===== src/sv/dsch_pkg.sv =====
`default_nettype none
package dsch_pkg;

    localparam int DEF_QUEUE_DEPTH = 16;
    localparam int DEF_BLOCK_BITS  = 16;
    localparam int DEF_TAG_BITS    = 8;

    localparam int TRAVEL_W = 40;
    localparam int ACTION_W = 2;
    localparam int STATUS_W = 2;

    // action codes
    localparam logic [ACTION_W-1:0] ACT_ENQ  = 2'd0;
    localparam logic [ACTION_W-1:0] ACT_DONE = 2'd1;
    localparam logic [ACTION_W-1:0] ACT_CLR  = 2'd2;

    // status codes
    localparam logic [STATUS_W-1:0] STAT_OK   = 2'd0;
    localparam logic [STATUS_W-1:0] STAT_FULL = 2'd1;
    localparam logic [STATUS_W-1:0] STAT_NOP  = 2'd2;

    typedef enum logic [1:0] {
        POL_FCFS  = 2'd0,
        POL_SSTF  = 2'd1,
        POL_CSCAN = 2'd2,
        POL_ALT   = 2'd3   // behaves as FCFS
    } t_policy;

    typedef struct packed {
        logic    load;     // read data valid this cycle
        logic    first;    // entry 0, the oldest
        t_policy policy;
    } t_pick_ctl;

endpackage
`default_nettype wire


===== src/sv/disk_request_scheduler_core.sv =====
`default_nettype none
// Disk request scheduler: queues block requests and issues one at a time
// to the disk under FCFS, shortest seek, or circular scan order.
//
// Input: an action (enqueue / done / clear travel) with block, write_op and
// tag, transferred at a clock edge where start is high and busy is low.
// Config: i_cfg_we writes the 2-bit policy; do it only while idle.
// Output: exactly one result per transfer, shown for one cycle with
// o_strobe; the receiver cannot stall, so results are never held.
//
// Flow: with no dispatch (disk busy or queue empty) the result strobes
// the cycle after the transfer and busy stays low, so one item per cycle.
// With a dispatch, the pending table (N entries, N up to QUEUE_DEPTH)
// is scanned one entry per cycle through the single read port of the
// table RAM; after the scan the result strobes. Removal then closes the
// gap in arrival order, one entry moved per cycle, and busy stays high
// until it is done, so no new item is taken before then.
//
// Reset (sync, active low) empties the queue, frees the disk, zeroes head
// position and travel, and selects FCFS. Table contents need no clearing.
module disk_request_scheduler_core
    import dsch_pkg::*;
#(
    parameter int QUEUE_DEPTH = DEF_QUEUE_DEPTH,
    parameter int BLOCK_BITS  = DEF_BLOCK_BITS,
    parameter int TAG_BITS    = DEF_TAG_BITS,
    localparam int IDX_W      = (QUEUE_DEPTH > 1) ? $clog2(QUEUE_DEPTH) : 1,
    localparam int CNT_W      = $clog2(QUEUE_DEPTH + 1)
) (
    input  wire logic                  i_clk,
    input  wire logic                  i_rst_n,
    input  wire logic                  start,
    output logic                       busy,
    input  wire logic                  i_cfg_we,
    input  wire logic [1:0]            i_cfg_wdata,
    input  wire logic [ACTION_W-1:0]   i_action,
    input  wire logic [BLOCK_BITS-1:0] i_block,
    input  wire logic                  i_write_op,
    input  wire logic [TAG_BITS-1:0]   i_tag,
    output logic                       o_strobe,
    output logic      [STATUS_W-1:0]   o_status,
    output logic                       o_dispatched,
    output logic      [BLOCK_BITS-1:0] o_issue_block,
    output logic                       o_issue_write,
    output logic      [TAG_BITS-1:0]   o_issue_tag,
    output logic                       o_completed,
    output logic      [TAG_BITS-1:0]   o_completed_tag,
    output logic      [CNT_W-1:0]      o_pending_count,
    output logic      [TRAVEL_W-1:0]   o_head_travel
);

    localparam int ENT_W = BLOCK_BITS + 1 + TAG_BITS;

    typedef enum logic [1:0] {
        S_IDLE,
        S_SCAN,   // read every pending entry, track best
        S_DISP,   // issue the pick, move head, add travel
        S_SHIFT   // compact the table over the picked entry
    } t_state;

    t_state                r_state;
    t_policy               r_policy;
    logic [CNT_W-1:0]      r_total;
    logic [BLOCK_BITS-1:0] r_head;
    logic                  r_disk_busy;
    logic [TAG_BITS-1:0]   r_cur_tag;
    logic [TRAVEL_W-1:0]   r_travel;

    // read sequencer shared by scan and compaction
    logic [CNT_W-1:0]      r_rd_idx;
    logic                  r_rd_vld;
    logic [IDX_W-1:0]      r_rd_pidx;
    logic [CNT_W-1:0]      r_lim;

    // result registers
    logic                  r_strobe;
    logic [STATUS_W-1:0]   r_status;
    logic                  r_disp;
    logic [BLOCK_BITS-1:0] r_iblk;
    logic                  r_iwr;
    logic [TAG_BITS-1:0]   r_itag;
    logic                  r_comp;
    logic [TAG_BITS-1:0]   r_ctag;

    logic                  accept;
    logic                  q_full;
    logic [STATUS_W-1:0]   act_status;
    logic                  act_comp, act_dbusy, act_clr, act_enq;
    logic [CNT_W-1:0]      act_total;

    logic                  mem_we, mem_re;
    logic [IDX_W-1:0]      mem_waddr;
    logic [ENT_W-1:0]      mem_wdata, mem_rdata;
    logic [CNT_W-1:0]      rd_lim;

    t_pick_ctl             pick_ctl;
    logic [BLOCK_BITS-1:0] pk_blk;
    logic                  pk_wr;
    logic [TAG_BITS-1:0]   pk_tag;
    logic [IDX_W-1:0]      pk_idx;
    logic [BLOCK_BITS-1:0] pk_dist;
    logic [TRAVEL_W:0]     travel_sum;
    logic [TRAVEL_W-1:0]   n_travel;
    logic [CNT_W-1:0]      pk_next;

    assign accept = start && !busy;
    assign busy   = (r_state != S_IDLE);
    assign q_full = (r_total >= CNT_W'(QUEUE_DEPTH));

    // effect of the action itself, before any dispatch
    always_comb begin
        act_status = STAT_NOP;
        act_comp   = 1'b0;
        act_dbusy  = r_disk_busy;
        act_clr    = 1'b0;
        act_enq    = 1'b0;
        act_total  = r_total;
        case (i_action)
            ACT_ENQ: begin
                if (q_full) begin
                    act_status = STAT_FULL;
                end else begin
                    act_status = STAT_OK;
                    act_enq    = 1'b1;
                    act_total  = r_total + CNT_W'(1);
                end
            end
            ACT_DONE: begin
                if (r_disk_busy) begin
                    act_status = STAT_OK;
                    act_comp   = 1'b1;
                    act_dbusy  = 1'b0;
                end
            end
            ACT_CLR: begin
                act_status = STAT_OK;
                act_clr    = 1'b1;
            end
            default: begin
                act_status = STAT_NOP;
            end
        endcase
    end

    // table RAM port control
    assign rd_lim    = (r_state == S_SHIFT) ? r_lim : r_total;
    assign mem_re    = ((r_state == S_SCAN) || (r_state == S_SHIFT)) && (r_rd_idx < rd_lim);
    assign mem_we    = (accept && act_enq) || ((r_state == S_SHIFT) && r_rd_vld);
    assign mem_waddr = (r_state == S_SHIFT) ? (r_rd_pidx - IDX_W'(1))
                                            : r_total[IDX_W-1:0];
    assign mem_wdata = (r_state == S_SHIFT) ? mem_rdata : {i_block, i_write_op, i_tag};

    dsch_mem #(
        .DEPTH (QUEUE_DEPTH),
        .WIDTH (ENT_W),
        .AW    (IDX_W)
    ) u_mem (
        .i_clk   (i_clk),
        .i_we    (mem_we),
        .i_waddr (mem_waddr),
        .i_wdata (mem_wdata),
        .i_re    (mem_re),
        .i_raddr (r_rd_idx[IDX_W-1:0]),
        .o_rdata (mem_rdata)
    );

    assign pick_ctl.load   = (r_state == S_SCAN) && r_rd_vld;
    assign pick_ctl.first  = (r_rd_pidx == '0);
    assign pick_ctl.policy = r_policy;

    dsch_pick #(
        .BLOCK_BITS (BLOCK_BITS),
        .TAG_BITS   (TAG_BITS),
        .IDX_W      (IDX_W)
    ) u_pick (
        .i_clk  (i_clk),
        .i_ctl  (pick_ctl),
        .i_head (r_head),
        .i_idx  (r_rd_pidx),
        .i_blk  (mem_rdata[ENT_W-1 -: BLOCK_BITS]),
        .i_wr   (mem_rdata[TAG_BITS]),
        .i_tag  (mem_rdata[TAG_BITS-1:0]),
        .o_blk  (pk_blk),
        .o_wr   (pk_wr),
        .o_tag  (pk_tag),
        .o_idx  (pk_idx)
    );

    // seek distance and saturating travel total
    assign pk_dist    = (pk_blk >= r_head) ? (pk_blk - r_head) : (r_head - pk_blk);
    assign travel_sum = {1'b0, r_travel} + (TRAVEL_W + 1)'(pk_dist);
    assign n_travel   = travel_sum[TRAVEL_W] ? '1 : travel_sum[TRAVEL_W-1:0];
    assign pk_next    = CNT_W'(pk_idx) + CNT_W'(1);

    always_ff @(posedge i_clk) begin
        if (!i_rst_n) begin
            r_state     <= S_IDLE;
            r_policy    <= POL_FCFS;
            r_total     <= '0;
            r_head      <= '0;
            r_disk_busy <= 1'b0;
            r_cur_tag   <= '0;
            r_travel    <= '0;
            r_rd_vld    <= 1'b0;
            r_strobe    <= 1'b0;
        end else begin
            if (i_cfg_we) begin
                r_policy <= t_policy'(i_cfg_wdata);
            end
            case (r_state)
                S_IDLE: begin
                    if (accept) begin
                        r_status    <= act_status;
                        r_comp      <= act_comp;
                        r_ctag      <= act_comp ? r_cur_tag : '0;
                        r_total     <= act_total;
                        r_disk_busy <= act_dbusy;
                        if (act_clr) begin
                            r_travel <= '0;
                        end
                        if (!act_dbusy && (act_total != '0)) begin
                            r_state  <= S_SCAN;
                            r_rd_idx <= '0;
                            r_rd_vld <= 1'b0;
                            r_strobe <= 1'b0;
                        end else begin
                            r_strobe <= 1'b1;
                            r_disp   <= 1'b0;
                            r_iblk   <= '0;
                            r_iwr    <= 1'b0;
                            r_itag   <= '0;
                        end
                    end else begin
                        r_strobe <= 1'b0;
                    end
                end
                S_SCAN: begin
                    r_strobe <= 1'b0;
                    if (mem_re) begin
                        r_rd_idx  <= r_rd_idx + CNT_W'(1);
                        r_rd_pidx <= r_rd_idx[IDX_W-1:0];
                        r_rd_vld  <= 1'b1;
                    end else begin
                        r_rd_vld  <= 1'b0;
                    end
                    // last entry is being folded in at this edge
                    if (r_rd_vld && (r_rd_idx == r_total)) begin
                        r_state <= S_DISP;
                    end
                end
                S_DISP: begin
                    r_strobe    <= 1'b1;
                    r_disp      <= 1'b1;
                    r_iblk      <= pk_blk;
                    r_iwr       <= pk_wr;
                    r_itag      <= pk_tag;
                    r_travel    <= n_travel;
                    r_head      <= pk_blk;
                    r_cur_tag   <= pk_tag;
                    r_disk_busy <= 1'b1;
                    r_total     <= r_total - CNT_W'(1);
                    r_rd_vld    <= 1'b0;
                    if (pk_next < r_total) begin
                        r_state  <= S_SHIFT;
                        r_rd_idx <= pk_next;
                        r_lim    <= r_total;
                    end else begin
                        r_state  <= S_IDLE;
                    end
                end
                S_SHIFT: begin
                    r_strobe <= 1'b0;
                    // read entry j, write it to j-1 in the next cycle
                    if (mem_re) begin
                        r_rd_idx  <= r_rd_idx + CNT_W'(1);
                        r_rd_pidx <= r_rd_idx[IDX_W-1:0];
                        r_rd_vld  <= 1'b1;
                    end else begin
                        r_rd_vld  <= 1'b0;
                    end
                    if (r_rd_vld && (r_rd_idx == r_lim)) begin
                        r_state <= S_IDLE;
                    end
                end
                default: begin
                    r_strobe <= 1'b0;
                    r_state  <= S_IDLE;
                end
            endcase
        end
    end

    assign o_strobe        = r_strobe;
    assign o_status        = r_status;
    assign o_dispatched    = r_disp;
    assign o_issue_block   = r_iblk;
    assign o_issue_write   = r_iwr;
    assign o_issue_tag     = r_itag;
    assign o_completed     = r_comp;
    assign o_completed_tag = r_ctag;
    assign o_pending_count = r_total;
    assign o_head_travel   = r_travel;

`ifndef SYNTH
    a_total_bound: assert property (@(posedge i_clk) disable iff (!i_rst_n)
        r_total <= CNT_W'(QUEUE_DEPTH))
        else $error("pending count above queue depth");

    a_disp_busy: assert property (@(posedge i_clk) disable iff (!i_rst_n)
        (o_strobe && o_dispatched) |-> r_disk_busy)
        else $error("dispatch without disk marked busy");

    a_shift_addr: assert property (@(posedge i_clk) disable iff (!i_rst_n)
        (r_state == S_SHIFT && r_rd_vld) |-> (r_rd_pidx != '0))
        else $error("compaction write below entry 0");

    a_scan_nonempty: assert property (@(posedge i_clk) disable iff (!i_rst_n)
        (r_state == S_SCAN) |-> (r_total != '0 && !r_disk_busy))
        else $error("scan with empty queue or busy disk");
`endif

endmodule
`default_nettype wire


===== src/sv/dsch_mem.sv =====
`default_nettype none
module dsch_mem #(
    parameter int DEPTH = 16,
    parameter int WIDTH = 25,
    parameter int AW    = 4
) (
    input  wire logic             i_clk,
    input  wire logic             i_we,
    input  wire logic [AW-1:0]    i_waddr,
    input  wire logic [WIDTH-1:0] i_wdata,
    input  wire logic             i_re,
    input  wire logic [AW-1:0]    i_raddr,
    output logic      [WIDTH-1:0] o_rdata
);

    logic [WIDTH-1:0] r_mem [DEPTH];
    logic [WIDTH-1:0] r_rdata;

    always_ff @(posedge i_clk) begin
        if (i_we) begin
            r_mem[i_waddr] <= i_wdata;
        end
        if (i_re) begin
            r_rdata <= r_mem[i_raddr];
        end
    end

    assign o_rdata = r_rdata;

endmodule
`default_nettype wire


===== src/sv/dsch_pick.sv =====
`default_nettype none
module dsch_pick
    import dsch_pkg::*;
#(
    parameter int BLOCK_BITS = 16,
    parameter int TAG_BITS   = 8,
    parameter int IDX_W      = 4
) (
    input  wire logic                  i_clk,
    input  wire t_pick_ctl             i_ctl,
    input  wire logic [BLOCK_BITS-1:0] i_head,
    input  wire logic [IDX_W-1:0]      i_idx,
    input  wire logic [BLOCK_BITS-1:0] i_blk,
    input  wire logic                  i_wr,
    input  wire logic [TAG_BITS-1:0]   i_tag,
    output logic      [BLOCK_BITS-1:0] o_blk,
    output logic                       o_wr,
    output logic      [TAG_BITS-1:0]   o_tag,
    output logic      [IDX_W-1:0]      o_idx
);

    // candidate A: oldest (FCFS), nearest (SSTF) or nearest forward (C-SCAN)
    logic [BLOCK_BITS-1:0] r_a_blk, r_a_dist;
    logic                  r_a_wr, r_a_vld;
    logic [TAG_BITS-1:0]   r_a_tag;
    logic [IDX_W-1:0]      r_a_idx;
    // candidate B: lowest block, C-SCAN wrap
    logic [BLOCK_BITS-1:0] r_b_blk;
    logic                  r_b_wr;
    logic [TAG_BITS-1:0]   r_b_tag;
    logic [IDX_W-1:0]      r_b_idx;

    logic                  fwd;
    logic [BLOCK_BITS-1:0] ent_dist;
    logic                  take_a, take_b, use_b;

    assign fwd      = (i_blk >= i_head);
    assign ent_dist = fwd ? (i_blk - i_head) : (i_head - i_blk);

    always_comb begin
        case (i_ctl.policy)
            POL_SSTF:  take_a = i_ctl.first || (ent_dist < r_a_dist);
            POL_CSCAN: take_a = fwd && (i_ctl.first || !r_a_vld || (ent_dist < r_a_dist));
            default:   take_a = i_ctl.first;
        endcase
    end

    assign take_b = i_ctl.first || (i_blk < r_b_blk);

    always_ff @(posedge i_clk) begin
        if (i_ctl.load) begin
            if (take_a) begin
                r_a_blk  <= i_blk;
                r_a_dist <= ent_dist;
                r_a_wr   <= i_wr;
                r_a_tag  <= i_tag;
                r_a_idx  <= i_idx;
                r_a_vld  <= 1'b1;
            end else if (i_ctl.first) begin
                r_a_vld  <= 1'b0;
            end
            if (take_b) begin
                r_b_blk <= i_blk;
                r_b_wr  <= i_wr;
                r_b_tag <= i_tag;
                r_b_idx <= i_idx;
            end
        end
    end

    assign use_b = (i_ctl.policy == POL_CSCAN) && !r_a_vld;
    assign o_blk = use_b ? r_b_blk : r_a_blk;
    assign o_wr  = use_b ? r_b_wr  : r_a_wr;
    assign o_tag = use_b ? r_b_tag : r_a_tag;
    assign o_idx = use_b ? r_b_idx : r_a_idx;

endmodule
`default_nettype wire


===== config.mk =====
export PLATFORM = sky130hd
export DESIGN_NAME = disk_request_scheduler_core
export DESIGN_NICKNAME = d
export VERILOG_FILES = /design/src/sv/dsch_pkg.sv /design/src/sv/disk_request_scheduler_core.sv /design/src/sv/dsch_mem.sv /design/src/sv/dsch_pick.sv
export SDC_FILE = /design/constraint.sdc
export NUM_CORES = 1
export LEC_CHECK = 0
export ABC_AREA = 1
export BUFFER_PORTS_ARGS = -buffer_cell sky130_fd_sc_hd__buf_2
export CAP_MARGIN = 20
export CORE_MARGIN = 4
export CORE_UTILIZATION = 60
export CTS_BUF_LIST = sky130_fd_sc_hd__clkbuf_4
export CTS_CLUSTER_SIZE = 16
export DETAILED_ROUTE_END_ITERATION = 7
export PLACE_DENSITY_LB_ADDON = 0.25
export REMOVE_ABC_BUFFERS = 1
export SYNTH_ARGS = -nofsm -noshare
export SYNTH_HDL_FRONTEND = slang
export SYNTH_SLANG_ARGS = --single-unit

===== constraint.sdc =====
create_clock -name i_clk -period 8.9 [get_ports i_clk]
set_input_delay 0.89 -clock i_clk [delete_from_list [all_inputs] [get_ports i_clk]]
set_output_delay 0.89 -clock i_clk [all_outputs]
set_load 0.03 [all_outputs]

==> impl_metrics.csv <==
group,metric,value,unit
run_status,status,"finished, final reports clean",
timing,final_hold_viol_count,0,
cts,cts.sink_count,627,
yosys,synthCells,3088,
grt,antenna_found_initial,2,
cts,hold_buffers,0,
cts,cts_buffers,161,
cts,clockBufferDepth,3,
timing,timing.final.ws_setup,2.77,ns
route,met2_length,39800,µm
yosys,synthFlopType,"edfxtp_1",
yosys,netlist_area,30500,µm²
placement,dp_slack,2.78,ns
layout,nFillCells,3892,
floorplanning,core_area,50200,µm²
route,drc_errors,0,
route,routed_via_density,5.87,
yosys,synth_compound_area_share,11.0,%
grt,grt_max_degree,207,
yosys,avgSynthCellArea,9.86,µm²
grt,grt_first_pass_wirelength,129000,µm
yosys,ys_warn_count,0,
yosys,synth_seq_cells,627,
cts,cts_tree,"done",
placement,dp_hpwl,53700,µm
route,drt-met1-wl,34100,µm
route,top_layer,"met4",
timing,max_freq,163,MHz
timing,rsz0062_at_grt,"false",
worst_setup_path,r2r_slack,2.77,ns
layout,finalNetCount,3459,
job,drv_cap,0,
placement,place_congestion,0.935,
cts,cts_resized,0,
worst_setup_path,worstSetupEndpointType,"flop",
layout,multi_input_area,10800,µm²
floorplanning,dieHeight,233,µm
route,antenna_left,0,
worst_setup_path,cp_max_fo,30,
floorplanning,pin_count,117,
timing,finalClockSkew,0.0518,ns
yosys,synth_cell_types,54,
yosys,synthAdderAreaFrac,5.38,%
worst_setup_path,cp_data_required_time,9.78,ns
floorplanning,rows,82,
worst_setup_path,critPathLaunchType,"flop",
yosys,synth_mux_area_share,0.0329,%
yosys,ys_seq_area_share,59.3,%
grt,grt_usage,31.0,%
layout,area_growth,11.3,%
route,firstDrtPassIters,6,
worst_setup_path,cp_slowest_cell,"inv_1",
yosys,synthArstFlopShare,0,%
timing,setup_viol,0,
worst_setup_path,max_stage_delay,0.47,ns
grt,overflow,0,
worst_hold_path,holdCritPathClass,"primary input to flop",
timing,period_minus_slack,6.13,ns
cts,post_cts_buffers,0,
worst_setup_path,path_class,"flop to flop",
placement,portBuffers,116,
route,met3_length,7830,µm
route,num_vias,24000,
layout,drive_above_1_share,14.7,%
floorplanning,die_area,54400,µm²
cts,worstSkewPairLatency,1.04,ns
worst_setup_path,worstPathArrival,7.02,ns
yosys,synth_xor_area_share,1.64,%
grt,grt_pass1_vias,23500,
yosys,synth_top_family_by_area,"simple AND/OR/NAND/NOR gates",
layout,register_area,18100,µm²
timing,setup_tns,0,ns
yosys,synth-edff-count,551,
timing,worst_slew_pin_slew,1.06,ns
timing,final.period_utilization,68.9,%
cts,root_buffer,"clkbuf_4",
floorplanning,start_util,60.7,%
cts,path_clk_slew,0.06,ns
cts,h-tree-depth,4,
route,drt_iter0_markers,2473,
yosys,yosys.area_share.simple,17.1,%
pwr,ir_drop,0.000181,V
timing,slew_viol_final,0,
route,wl_per_cell,20.7,µm
worst_setup_path,crit_top_cell,"nand2_1",
pwr,p_per_area,264,nW/µm²
floorplanning,fp.dieW,233,µm
timing,relSlewSlack,28.9,%
pwr,leakagePower,13.9,nW
route,wirelength,84800,µm
==> cells in the final DEF, fill, tap and decap left out, types with 20 or more instances in the layout <==
master    instances
buf_2           117
o21ai_0         252
xor2_1           54
a221oi_1         30
inv_1           291
nand4_1          36
buf_4            48
clkbuf_4        233
nor2_1          283
clkinv_1         30
o22ai_1          39
ha_1            123
edfxtp_1        551
o221ai_1         20
dfxtp_1          76
nand2_1         718
a21oi_1         189
nand3_1         121
==> routing by layer <==
layer / up-vias / track usage [%]
met5: - / 0
met4: 0 / 12.2
met3: 232 / 6.59
met2: 1246 / 50.4
met1: 11400 / 41.1
li1: 11100 / -
==> final cells by class <==
| class | instances | share of cell area [%] |
|---|---|---|
| well taps | 672 | 2.48 |
| inverters | 304 | 3.37 |
| flip-flops and latches | 627 | 53.3 |
| multi-input cells | 2037 | 31.8 |
| clock buffers | 233 | 5.16 |
| diodes | 8 | 0.0591 |
| repair buffers | 167 | 2.93 |
| clock inverters | 42 | 0.853 |
==> final timing paths <==
kind / startpoint / endpoint / cells after the start
setup reg to reg: r_policy[0] / o_head_travel[20] / 28
hold reg to reg: o_head_travel[11] / o_head_travel[11] / 2
hold / removal: i_cfg_we / r_policy[0] / 3
setup / recovery: r_policy[0] / o_head_travel[20] / 28
==> synth_stat cells, types with 20 or more instances <==
| cell type | count | share of area, % |
|---|---|---|
| a21oi_1 | 191 | 3.1 |
| inv_1 | 292 | 3.6 |
| o221ai_1 | 20 | 0.58 |
| nand2_1 | 720 | 8.9 |
| o21ai_0 | 253 | 4.2 |
| nand4_1 | 36 | 0.74 |
| dfxtp_1 | 76 | 5.0 |
| xor2_1 | 54 | 1.6 |
| buf_2 | 28 | 0.46 |
| o22ai_1 | 39 | 0.80 |
| nand3_1 | 121 | 2.0 |
| a221oi_1 | 30 | 0.86 |
| clkbuf_1 | 73 | 0.90 |
| edfxtp_1 | 551 | 54 |
| ha_1 | 123 | 5.1 |
| nor2_1 | 300 | 3.7 |
==> worst max-delay path: cells and delay by family, from the launching register on <==
family	cells	cell delay, ns
fa+ha+maj	3	0.91
compound gates	8	1.79
simple gates	10	1.62
flops	1	0.34
xor+xnor	1	0.16
buf+inv	6	1.15
==> state kept, by name, indices dropped and copies added (netlist names), 16 cells and up <==
signal and flops:
o_issue_block 16, u_mem.r_mem 400, r_head 16, o_head_travel 40, u_pick.r_a_blk 16, u_pick.r_a_dist 16, u_pick.r_b_blk 16, u_mem.o_rdata 25
==> cell families (layout without fill, tap and decap cells) <==
logic type      count (synthesis)  after routing
compound gates                598            598
xor+xnor                       57             57
fa+ha+maj                     128            128
buf+inv                       424            746
flops                         627            627
mux                             1              1
other cells                     0              8
simple gates                 1253           1253
==> where the power goes <==
group          leakage (nW)  switching (mW)  internal [mW]
Clock                  1.21            1.18           1.29
Sequential             5.60           0.151           3.51
Combinational          7.09            2.02          0.810
==> through the flow <==
stage / hold slack, ns / total power [mW] / cell area [µm²] / instances / utilization (%)
2_1_floorplan: 0.445 / 5.55 / 29900 / 2968 / -
3_3_place_gp: 0.460 / 6.42 / 31800 / 3805 / 63.4
3_5_place_dp: 0.465 / 6.49 / 31800 / 3806 / 63.4
4_1_cts: 0.144 / 8.96 / 33800 / 4081 / 67.5
5_1_grt: 0.167 / 9.48 / 33900 / 4088 / 67.5
6_report: 0.204 / 8.96 / 33900 / 4090 / 67.6
(Power assumes the default switching activity.)
